$ cat src/sv/wlncs_pkg.sv
// ----------------------------------------------------------------------------
// wlncs_pkg
// shared types, widths and constants of the next-chunk selector
// ----------------------------------------------------------------------------
package wlncs_pkg;

  // number of chunks in one scan, range 2 to 256 (chunk indexes are CHUNK_W bits)
  localparam int CHUNK_COUNT = 256;

  // scan index must also hold CHUNK_COUNT itself (saturation value)
  localparam int SCAN_W = $clog2(CHUNK_COUNT + 1);

  localparam int CHUNK_W    = 8;
  localparam int USED_W     = 16;
  localparam int WEAR_W     = 16;
  localparam int FREE_W     = 16;
  localparam int PCT_W      = 7;
  localparam int WEIGHT_W   = 8;
  localparam int BEST_W     = 32;
  localparam int CFG_IDX_W  = 3;
  localparam int CFG_DATA_W = 16;

  // eligibility: used * PCT_SCALE < free_groups * limit_pct
  localparam int PCT_SCALE = 100;
  localparam int ELIG_W    = USED_W + PCT_W;
  // used term is divided by 32
  localparam int SPEED_SHIFT = 5;
  localparam int FAC_W       = WEIGHT_W + 1;
  localparam int SPROD_W     = USED_W + FAC_W;
  localparam int LIFE_W      = WEAR_W + 1;
  localparam int LPROD_W     = LIFE_W + FAC_W;
  // internal score: one bit above the widest term
  localparam int SCORE_W     = LPROD_W + 1;

  localparam int LIMIT_RESET = 50;

  typedef enum logic [CFG_IDX_W-1:0] {
    REG_CUR_CHUNK  = 3'd0,
    REG_CUR_WEAR   = 3'd1,
    REG_FREE_GRP   = 3'd2,
    REG_LIMIT_PCT  = 3'd3,
    REG_SPEED_WGT  = 3'd4,
    REG_LIFE_WGT   = 3'd5
  } cfg_reg_t;

  typedef struct packed {
    logic [USED_W-1:0] chunk_used;
    logic [WEAR_W-1:0] chunk_wear;
    logic              last_chunk;
  } in_item_t;

  typedef struct packed {
    logic [CHUNK_W-1:0] next_chunk;
    logic               used_fallback;
    logic [BEST_W-1:0]  best_score;
  } out_item_t;

  typedef struct packed {
    logic [CHUNK_W-1:0]  current_chunk;
    logic [WEAR_W-1:0]   current_wear;
    logic [FREE_W-1:0]   free_groups;
    logic [PCT_W-1:0]    limit_pct;
    logic [WEIGHT_W-1:0] speed_weight;
    logic [WEIGHT_W-1:0] life_weight;
  } cfg_t;

  // one scored chunk, handed from the scoring stage to the selector
  typedef struct packed {
    logic               cand;
    logic               elig;
    logic               last;
    logic [CHUNK_W-1:0] pick;
    logic [USED_W-1:0]  used;
    logic [SCORE_W-1:0] score;
  } score_rec_t;

endpackage

$ cat src/sv/wlncs_score.sv
// ----------------------------------------------------------------------------
// wlncs_score
// input register, scan index and per-chunk scoring into the record register
// ----------------------------------------------------------------------------
module wlncs_score (
  input  logic                   clk,
  input  logic                   rst_n,
  input  logic                   in_valid,
  output logic                   in_ready,
  input  wlncs_pkg::in_item_t    in_data,
  input  wlncs_pkg::cfg_t        cfg,
  output logic                   rec_valid,
  input  logic                   rec_ready,
  output wlncs_pkg::score_rec_t  rec
);
  import wlncs_pkg::*;

  logic              a_valid_r, a_valid_nxt;
  in_item_t          a_item_r;
  logic [SCAN_W-1:0] a_idx_r;
  logic [SCAN_W-1:0] scan_r, scan_nxt;
  logic              b_valid_r, b_valid_nxt;
  score_rec_t        b_rec_r, b_rec_nxt;

  logic               in_acc, a_adv, b_adv, b_free;
  logic [ELIG_W-1:0]  used_x100, free_x_lim;
  logic [LIFE_W-1:0]  life;
  logic [FAC_W-1:0]   speed_fac, life_fac;
  logic [SPROD_W-1:0] speed_prod;
  logic [LPROD_W-1:0] life_prod;

  assign b_adv    = b_valid_r && rec_ready;
  assign b_free   = !b_valid_r || b_adv;
  assign a_adv    = a_valid_r && b_free;
  assign in_ready = !a_valid_r || a_adv;
  assign in_acc   = in_valid && in_ready;

  always_comb begin
    scan_nxt = scan_r;
    if (in_acc) begin
      if (in_data.last_chunk) begin
        scan_nxt = '0;
      end else if (scan_r < SCAN_W'(CHUNK_COUNT)) begin
        scan_nxt = scan_r + SCAN_W'(1);
      end
    end
  end

  assign a_valid_nxt = in_acc || (a_valid_r && !a_adv);
  assign b_valid_nxt = a_adv || (b_valid_r && !b_adv);

  // scoring of the chunk held in the input register
  always_comb begin
    used_x100  = ELIG_W'(a_item_r.chunk_used) * ELIG_W'(PCT_SCALE);
    free_x_lim = ELIG_W'(cfg.free_groups) * ELIG_W'(cfg.limit_pct);
    if (a_item_r.chunk_wear < cfg.current_wear) begin
      life = {a_item_r.chunk_wear, 1'b0};
    end else begin
      life = LIFE_W'(a_item_r.chunk_wear) + LIFE_W'(cfg.current_wear);
    end
    speed_fac  = FAC_W'(cfg.speed_weight) + FAC_W'(1);
    life_fac   = FAC_W'(cfg.life_weight) + FAC_W'(1);
    speed_prod = SPROD_W'(a_item_r.chunk_used) * SPROD_W'(speed_fac);
    life_prod  = LPROD_W'(life) * LPROD_W'(life_fac);

    b_rec_nxt.cand  = (a_idx_r < SCAN_W'(CHUNK_COUNT))
                      && (32'(a_idx_r) != 32'(cfg.current_chunk));
    b_rec_nxt.elig  = used_x100 < free_x_lim;
    b_rec_nxt.last  = a_item_r.last_chunk;
    b_rec_nxt.pick  = CHUNK_W'(32'(a_idx_r));
    b_rec_nxt.used  = a_item_r.chunk_used;
    b_rec_nxt.score = SCORE_W'(speed_prod >> SPEED_SHIFT) + SCORE_W'(life_prod);
  end

  always_ff @(posedge clk) begin
    if (!rst_n) begin
      a_valid_r <= 1'b0;
      b_valid_r <= 1'b0;
      scan_r    <= '0;
    end else begin
      a_valid_r <= a_valid_nxt;
      b_valid_r <= b_valid_nxt;
      scan_r    <= scan_nxt;
    end
  end

  always_ff @(posedge clk) begin
    if (in_acc) begin
      a_item_r <= in_data;
      a_idx_r  <= scan_r;
    end
    if (a_adv) begin
      b_rec_r <= b_rec_nxt;
    end
  end

  assign rec_valid = b_valid_r;
  assign rec       = b_rec_r;

  a_scan_bound: assert property (@(posedge clk) disable iff (!rst_n)
    scan_r <= SCAN_W'(CHUNK_COUNT))
    else $error("scan index past chunk count");

  a_scan_restart: assert property (@(posedge clk) disable iff (!rst_n)
    (in_acc && in_data.last_chunk) |=> (scan_r == '0))
    else $error("scan index not restarted after last chunk");

  a_idx_capture: assert property (@(posedge clk) disable iff (!rst_n)
    in_acc |=> (a_valid_r && a_idx_r == $past(scan_r)))
    else $error("input register lost its scan index");

endmodule

$ cat src/sv/wlncs_select.sv
// ----------------------------------------------------------------------------
// wlncs_select
// running best-score and fewest-used tracking, result register
// ----------------------------------------------------------------------------
module wlncs_select (
  input  logic                   clk,
  input  logic                   rst_n,
  input  logic                   rec_valid,
  output logic                   rec_ready,
  input  wlncs_pkg::score_rec_t  rec,
  input  logic [wlncs_pkg::CHUNK_W-1:0] current_chunk,
  output logic                   out_valid,
  input  logic                   out_ready,
  output wlncs_pkg::out_item_t   out_data
);
  import wlncs_pkg::*;

  logic               sfound_r, sfound_nxt;
  logic [SCORE_W-1:0] sbest_r, sbest_nxt;
  logic [CHUNK_W-1:0] spick_r, spick_nxt;
  logic               ffound_r, ffound_nxt;
  logic [USED_W-1:0]  fused_r, fused_nxt;
  logic [CHUNK_W-1:0] fpick_r, fpick_nxt;
  logic               out_valid_r, out_valid_nxt;
  out_item_t          out_r, out_nxt;

  logic take, sc_upd, fw_upd;

  // a last record needs the result register free
  assign rec_ready = !rec.last || !out_valid_r || out_ready;
  assign take      = rec_valid && rec_ready;

  always_comb begin
    sc_upd = rec.cand && rec.elig && (!sfound_r || rec.score < sbest_r);
    fw_upd = rec.cand && (!ffound_r || rec.used < fused_r);

    sfound_nxt = sfound_r || sc_upd;
    sbest_nxt  = sc_upd ? rec.score : sbest_r;
    spick_nxt  = sc_upd ? rec.pick  : spick_r;
    ffound_nxt = ffound_r || fw_upd;
    fused_nxt  = fw_upd ? rec.used  : fused_r;
    fpick_nxt  = fw_upd ? rec.pick  : fpick_r;

    if (sfound_nxt) begin
      out_nxt.next_chunk    = spick_nxt;
      out_nxt.used_fallback = 1'b0;
      out_nxt.best_score    = BEST_W'(sbest_nxt);
    end else if (ffound_nxt) begin
      out_nxt.next_chunk    = fpick_nxt;
      out_nxt.used_fallback = 1'b1;
      out_nxt.best_score    = BEST_W'(fused_nxt);
    end else begin
      out_nxt.next_chunk    = current_chunk;
      out_nxt.used_fallback = 1'b1;
      out_nxt.best_score    = '0;
    end

    out_valid_nxt = (out_valid_r && !out_ready) || (take && rec.last);
  end

  always_ff @(posedge clk) begin
    if (!rst_n) begin
      sfound_r    <= 1'b0;
      sbest_r     <= '0;
      spick_r     <= '0;
      ffound_r    <= 1'b0;
      fused_r     <= '0;
      fpick_r     <= '0;
      out_valid_r <= 1'b0;
    end else begin
      out_valid_r <= out_valid_nxt;
      if (take) begin
        if (rec.last) begin
          sfound_r <= 1'b0;
          sbest_r  <= '0;
          spick_r  <= '0;
          ffound_r <= 1'b0;
          fused_r  <= '0;
          fpick_r  <= '0;
        end else begin
          sfound_r <= sfound_nxt;
          sbest_r  <= sbest_nxt;
          spick_r  <= spick_nxt;
          ffound_r <= ffound_nxt;
          fused_r  <= fused_nxt;
          fpick_r  <= fpick_nxt;
        end
      end
    end
  end

  always_ff @(posedge clk) begin
    if (take && rec.last) begin
      out_r <= out_nxt;
    end
  end

  assign out_valid = out_valid_r;
  assign out_data  = out_r;

  a_found_order: assert property (@(posedge clk) disable iff (!rst_n)
    sfound_r |-> ffound_r)
    else $error("eligible chunk seen without a fallback candidate");

  a_clear_after_last: assert property (@(posedge clk) disable iff (!rst_n)
    (take && rec.last) |=> (!sfound_r && !ffound_r))
    else $error("tracking state not cleared after last chunk");

  a_result_loaded: assert property (@(posedge clk) disable iff (!rst_n)
    (take && rec.last) |=> out_valid_r)
    else $error("result missing after last chunk");

endmodule

$ cat src/sv/wear_leveling_next_chunk_select.sv
// ----------------------------------------------------------------------------
// wear_leveling_next_chunk_select
// picks the next flash chunk to write from a stream of chunk records
// ----------------------------------------------------------------------------
//
//  channel   ports                          moves
//  --------  -----------------------------  ------------------------------------
//  input     in_valid  in_ready  in_data    one chunk record (used, wear, last)
//  result    out_valid out_ready out_data   chosen chunk, fallback flag, score
//  config    cfg_valid cfg_ready cfg_index  one register write (cfg_data)
//
//  one chunk record per cycle, sustained; a record passes to the result through
//  the input register, the score register and the result register
//  reset (synchronous, active low) restores the register defaults and starts
//  a fresh scan at chunk index 0; config is always ready
//  a stalled result only holds back a record that closes a scan: records in
//  the middle of a scan keep flowing into the tracking registers
//
module wear_leveling_next_chunk_select (
  input  logic                               clk,
  input  logic                               rst_n,
  input  logic                               in_valid,
  output logic                               in_ready,
  input  wlncs_pkg::in_item_t                in_data,
  output logic                               out_valid,
  input  logic                               out_ready,
  output wlncs_pkg::out_item_t               out_data,
  input  logic                               cfg_valid,
  output logic                               cfg_ready,
  input  logic [wlncs_pkg::CFG_IDX_W-1:0]    cfg_index,
  input  logic [wlncs_pkg::CFG_DATA_W-1:0]   cfg_data
);
  import wlncs_pkg::*;

  // configuration registers
  cfg_t cfg_r;

  // record from the scoring stage to the selector
  logic       rec_valid;
  logic       rec_ready;
  score_rec_t rec;

  // writes must land only while idle (the user's duty, not enforced here)
  assign cfg_ready = 1'b1;

  always_ff @(posedge clk) begin
    if (!rst_n) begin
      cfg_r.current_chunk <= '0;
      cfg_r.current_wear  <= '0;
      cfg_r.free_groups   <= '0;
      cfg_r.limit_pct     <= PCT_W'(LIMIT_RESET);
      cfg_r.speed_weight  <= '0;
      cfg_r.life_weight   <= '0;
    end else if (cfg_valid && cfg_ready) begin
      case (cfg_reg_t'(cfg_index))
        REG_CUR_CHUNK: begin
          cfg_r.current_chunk <= cfg_data[CHUNK_W-1:0];
        end
        REG_CUR_WEAR: begin
          cfg_r.current_wear <= cfg_data[WEAR_W-1:0];
        end
        REG_FREE_GRP: begin
          cfg_r.free_groups <= cfg_data[FREE_W-1:0];
        end
        REG_LIMIT_PCT: begin
          cfg_r.limit_pct <= cfg_data[PCT_W-1:0];
        end
        REG_SPEED_WGT: begin
          cfg_r.speed_weight <= cfg_data[WEIGHT_W-1:0];
        end
        REG_LIFE_WGT: begin
          cfg_r.life_weight <= cfg_data[WEIGHT_W-1:0];
        end
        default: begin
          // unmapped index, write dropped
        end
      endcase
    end
  end

  // eligibility test and score of each chunk
  wlncs_score u_score (
    .clk       (clk),
    .rst_n     (rst_n),
    .in_valid  (in_valid),
    .in_ready  (in_ready),
    .in_data   (in_data),
    .cfg       (cfg_r),
    .rec_valid (rec_valid),
    .rec_ready (rec_ready),
    .rec       (rec)
  );

  // lowest score / fewest used tracking and the result register
  wlncs_select u_select (
    .clk           (clk),
    .rst_n         (rst_n),
    .rec_valid     (rec_valid),
    .rec_ready     (rec_ready),
    .rec           (rec),
    .current_chunk (cfg_r.current_chunk),
    .out_valid     (out_valid),
    .out_ready     (out_ready),
    .out_data      (out_data)
  );

endmodule

$ cat config.mk
export PLATFORM = sky130hd
export DESIGN_NAME = wear_leveling_next_chunk_select
export DESIGN_NICKNAME = d
export VERILOG_FILES = /design/src/sv/wlncs_pkg.sv /design/src/sv/wlncs_score.sv /design/src/sv/wlncs_select.sv /design/src/sv/wear_leveling_next_chunk_select.sv
export SDC_FILE = /design/constraint.sdc
export NUM_CORES = 2
export LEC_CHECK = 0
export ABC_AREA = 1
export BUFFER_PORTS_ARGS = -buffer_cell sky130_fd_sc_hd__buf_2
export CORE_MARGIN = 4
export CORE_UTILIZATION = 63
export CTS_BUF_LIST = sky130_fd_sc_hd__clkbuf_16
export DETAILED_ROUTE_END_ITERATION = 7
export PLACE_DENSITY = 0.87
export SLEW_MARGIN = 25
export SYNTH_ARGS = -nofsm -noshare
export SYNTH_HDL_FRONTEND = slang
export SYNTH_SLANG_ARGS = --single-unit
$ cat constraint.sdc
create_clock -name clk -period 9.3 [get_ports clk]
set_input_delay 1.86 -clock clk [delete_from_list [all_inputs] [get_ports clk]]
set_output_delay 1.86 -clock clk [all_outputs]
set_load 0.005 [all_outputs]
Yosys cells after proc, flatten, opt, wreduce, memory -nomap -nowiden. Index checks and enable logic that the tools add are counted.

Register bits after elaboration: 273. Input bits: 57. Output and inout bits: 44. Word-level logic and storage cells: 106.

Add/sub/neg operators: 5. Multiply operators: 4. Magnitude comparators: 6. Eq/ne operators: 6. Muxes and demuxes: 15. Reduce and logical (&&, ||, !) cells: 40.

Operators with widths (count): $mux W41 (2); $mux W27 (2); $lt A16 B16 Y1 (2); $mux W16 (2); $mux W8 (4); $add A20 B26 Y27 (1); $lt A27 B27 Y1 (1); $mul A17 B9 Y26 (1); $mul A16 B9 Y25 (1); $lt A23 B23 Y1 (1); $mul A16 B7 Y23 (1); $mul A16 B5 Y21 const B (1); $add A8 B1 Y9 const B (2); $lt A9 B9 Y1 const B (2); $mux W9 (2); $add A16 B16 Y17 (1); $mux W17 (1); $reduce_and A2 Y1 (7); $logic_and A1 B1 Y1 (11); $logic_or A1 B1 Y1 (11); $add A9 B1 Y9 const B (1); $logic_not A1 Y1 (9); $ne A9 B8 Y1 (1); $eq A3 B2 Y1 const B (2); other kinds (5) (7).

Depth between registers and ports, before layout.
Word-level depth: 9. Mapped depth: 38. Depth with buffers taken out: 38.

Cells and area by module. A second synthesis with hierarchy kept.

Cells, all modules: 3878. Area, all modules: 29892.4 µm².

By module, submodules not included: wlncs_score (instances 1, cells each 2659, area an instance 21229.1 µm², sequential area each 3103.0 µm²); wlncs_select (instances 1, cells each 848, area an instance 6115.9 µm², sequential area each 2322.2 µm²); wear_leveling_next_chunk_select (instances 1, cells each 371, area an instance 2547.4 µm², sequential area each 1261.2 µm²).

Worst setup path before layout. Ideal clock, no wire load.

Path kind: register -> register. Start: register cfg_r[8] in the netlist's numbering. End: register u_score.b_rec_r, in the netlist u_score.rec[21], data pin. Setup time: 0.260 ns. Data arrival time: 6.270 ns. Data required time: 9.040 ns. Path slack: 2.770 ns. Cell stages (with the launch flop): 34. Buffers on the path: 1. Clock period less this slack: 6.530 ns. Cell sequence: dfxtp_1 -> ha_1 -> xor2_1 -> clkbuf_1 -> nand2_1 -> fa_1 -> inv_1 -> fa_1 -> fa_1 -> inv_1 -> fa_1 -> inv_1 -> ha_1 -> a21o_1 -> a31oi_1 -> nand2_1 -> a21oi_1 -> o21bai_1 -> nand2_1 -> nand2_1 -> nand2_1 -> nand2_1 -> fa_1 -> inv_1 -> ha_1 -> nand2_1 -> nor2_1 -> inv_1 -> nor2_1 -> nand4_1 -> nand3_1 -> nand3_1 -> nand2_1 -> xor2_1.

RTL lines: start: declaration (RTL line wear_leveling_next_chunk_select.sv:36) `cfg_t cfg_r;`; end signal: assignment (RTL line wlncs_score.sv:93) `b_rec_r <= b_rec_nxt;`; end: declaration (RTL line wlncs_score.sv:23) `score_rec_t b_rec_r, b_rec_nxt;`.

==> results_dict.tcl <==
set metrics [dict create \
    r2r_start "cfg_r[9]" \
    insertion_delay_ns 0.58 \
    ys_types 52 \
    setup_viol 0 \
    fill_cells 3580 \
    postCtsSetupBuffers 0 \
    ant_nets 0 \
    dp_hpwl_um 54200 \
    p_switching_mw 1.90 \
    crit_start "cfg_r[9]" \
    hold_viol 0 \
    synthXorXnorAreaFrac_pct 3.09 \
    cts_buffer_depth 3 \
    synthArstFlopShare_pct 0 \
    synth-compound-area-share_pct 8.35 \
    status "complete, no violations" \
    synth_largest_area_cell "fa_1" \
    antenna_found_initial 0 \
    cts_num_sinks 268 \
    initial_core_util_pct 64.2 \
    die_h_um 221 \
    yosysSeqAreaShare_pct 23.3 \
    rsz0062_at_grt "no" \
    netlist_instances 3608 \
    ys_seq_elements 268 \
    cts_tree "built" \
    die_w_um 221 \
    cts_hold_buf 0 \
    synth_ff_type "dfxtp_1" \
    ir_worst_vdd_v 0.000225 \
    cp.required_ns 9.62 \
    skew_ns 0.0179 \
    area_growth_syn_to_layout_pct 6.36 \
    worstPathArrival_ns 7.84 \
    comb_power_share_pct 44.9 \
    power_frac_seq_pct 30.7 \
    dieArea_um2 48900 \
    synth_area_per_cell_um2 7.94 \
    clk_pin_slew_ns 0.06 \
    wl_um 69000 \
    core_area_um2 44600 \
    synth.top_cell.area_share_pct 21.2 \
    crit_type "reg -> reg" \
    n_antenna_cell 0 \
    place_congestion 0.958 \
    relSlewSlack_pct 39.1 \
    synthMuxAreaShare_pct 0 \
    pwr-share-clk_pct 24.3 \
    drc 0 \
    io_buffers 94 \
    grt_max_degree 68 \
    synth-simple-area-share_pct 19.8 \
    period_needed_ns 7.52 \
    busiest_layer "met2" \
    drive_gt1_share_pct 5.84 \
    fin_hold_ws_ns 0.429 \
    power_density_nw_per_um2 156 \
    grtUsageMet3_pct 3.78 \
    fp-row-count 77 \
    grt_pass1_wl_um 115000 \
    first_global_vias 23700 \
    hp-class "reg -> reg" \
    num_vias 23700 \
    gr-total-overflow 0 \
    synth_top_family_by_area "adder cells" \
    yosys_warnings 0 \
    final_nets 4291 \
    worst_pin_slew_ns 0.911 \
    min-delay-start "u_score.a_item_r[0]" \
    final_cell_count_no_fill 4254 \
    place_ws_ns 1.97 \
    fin_crit_sh_pct 80.9 \
    synth-edff-count 132 \
    sw_frac_of_total_pct 39.9 \
    p_int_mw 2.86 \
    drt_first_pass_iters 6 \
    tns_ns 0 \
    max_stage_delay_ns 0.49 \
    grtUsageTotal_pct 27.9 \
    end_kind "flip-flop" \
    dp_cells 4200 \
    fmax_mhz 133 \
    cts.htree.levels 1 \
    cp_common_cell "fa_1" \
    cts_made_buffers 29 \
    crit_path_max_fanout 12 \
    report.final.slew_viol_count 0 \
    ctsRootBufferMaster "clkbuf_16" \
    use_met2_pct 46.9 \
    p_leak_nw 15.4 \
    via_per_inst 5.58 \
    crit_slowest_cell "fa_1" \
    ios 101 \
    routedWlPerCell_um 16.2 \
    cap_violations 0 \
    drtIter0Drc 1957 \
    worst_setup_path_start_kind "flip-flop" \
    grt_use_met1_pct 37.0 \
    synth_area_leaders "fa_1, edfxtp_1, ha_1" \
    syn_area_um2 28600 \
    yosys.area_share.adder_pct 33.9 \
    cts_resized 0 \
    setup_slack_ns 1.78 \
]
metrics by stage:
| step | util (%) | power, mW | cell area (µm²) |
|---|---|---|---|
| 2_1_floorplan | - | 3.07 | 28700 |
| 3_3_place_gp | 66.1 | 3.53 | 29500 |
| 3_5_place_dp | 66.1 | 3.59 | 29500 |
| 4_1_cts | 68.3 | 4.75 | 30500 |
| 5_1_grt | 68.3 | 5.13 | 30500 |
| 6_report | 68.3 | 4.75 | 30500 |
critical path: cells and delay by family, from the launching register on:
kind                     cells  cell delay, ns
XOR/XNOR                     2            0.42
flip-flops                   1            0.38
adder cells (fa/ha/maj)      8            3.20
buffers and inverters        4            0.47
AND/OR/NAND/NOR              7            1.17
AO/OA/AOI/OAI                8            1.64
cells in the final DEF, fill, tap and decap left out, types with 94 or more instances in the layout:
cell and count:
nor2_1 336, dfxtp_1 136, edfxtp_1 132, ha_1 292, buf_2 94, fa_1 303
nand2_1 677, inv_1 729, nand3_1 246, a21oi_1 236, o21ai_0 117
cell families after synthesis:
logic type	after synthesis
AND/OR/NAND/NOR	1355
buffers and inverters	852
adder cells (fa/ha/maj)	595
AO/OA/AOI/OAI	435
flip-flops	268
XOR/XNOR	101
other	2
power groups by stage:
stage / combinational [mW] / sequential [mW] / clock, mW
after floorplan: 1.63 / 1.44 / 0
after CTS: 2.12 / 1.46 / 1.18
final: 2.14 / 1.46 / 1.16
after detailed placement: 2.10 / 1.48 / 0
after global placement: 2.05 / 1.48 / 0
after global routing: 2.44 / 1.47 / 1.22
worst paths after layout:
check                           slack, ns  cells after the start              end
worst max register to register       1.78                     29  u_score.rec[18]
worst max-delay path                 1.78                     29  u_score.rec[18]
worst min register to register       0.43                      0  u_score.rec[51]
worst min-delay path                 0.43                      0  u_score.rec[51]
sequential cells by signal (all words and copies together), names as in the netlist:
name	count
u_select.sbest_r	27
u_score.rec	54
u_select.spick_r	8
u_select.out_data	36
u_score.rec_valid	1
u_select.sfound_r	1
u_select.fused_r	16
u_score.a_item_r	33
u_score.a_valid_r	1
cfg_r	63
u_score.a_idx_r	9
u_select.fpick_r	8
u_select.out_valid	1
u_score.scan_r	9
u_select.ffound_r	1
cell type report:
type                    instances  area [µm²]  area share [%]
well taps                     592         741            2.43
clock inverters                24         209           0.686
repair buffers                108         576            1.89
clock buffers                  30         751            2.46
inverters                     740        2780            9.13
flip-flops and latches        268        6690            22.0
multi-input cells            2492       18700            61.5
synthesized netlist by cell type, types with 2 or more instances:
| cell type | count |
|---|---|
| a211oi_1 | 5 |
| a21boi_2 | 2 |
| a21o_1 | 8 |
| a21oi_1 | 236 |
| a221oi_1 | 3 |
| a31oi_1 | 14 |
| a41oi_1 | 2 |
| and2_1 | 2 |
| buf_1 | 12 |
| buf_2 | 13 |
| buf_4 | 12 |
| buf_6 | 2 |
| clkbuf_1 | 73 |
| clkinv_1 | 2 |
| conb_1 | 2 |
| dfxtp_1 | 136 |
| edfxtp_1 | 132 |
| fa_1 | 303 |
| ha_1 | 292 |
| inv_1 | 722 |
| inv_2 | 16 |
| nand2_1 | 678 |
| nand2_2 | 13 |
| nand3_1 | 246 |
| nand3_2 | 5 |
| nand4_1 | 25 |
| nor2_1 | 337 |
| nor2_4 | 3 |
| nor3_1 | 23 |
| nor3_2 | 2 |
| nor3b_1 | 3 |
| nor4_1 | 6 |
| o211ai_1 | 7 |
| o21a_1 | 4 |
| o21ai_0 | 117 |
| o21ai_1 | 3 |
| o21ai_2 | 11 |
| o21bai_1 | 17 |
| o31ai_1 | 3 |
| or2_2 | 5 |
| xnor2_1 | 29 |
| xor2_1 | 72 |
layer usage:
| metal | up-vias | part of all wire, % |
|---|---|---|
| li1 | 11400 | - |
| met1 | 11200 | 41 |
| met2 | 952 | 47 |
| met3 | 183 | 7.5 |
| met4 | 0 | 4.1 |
| met5 | - | 0 |
Note: power is estimated with default switching activity, not from simulation.
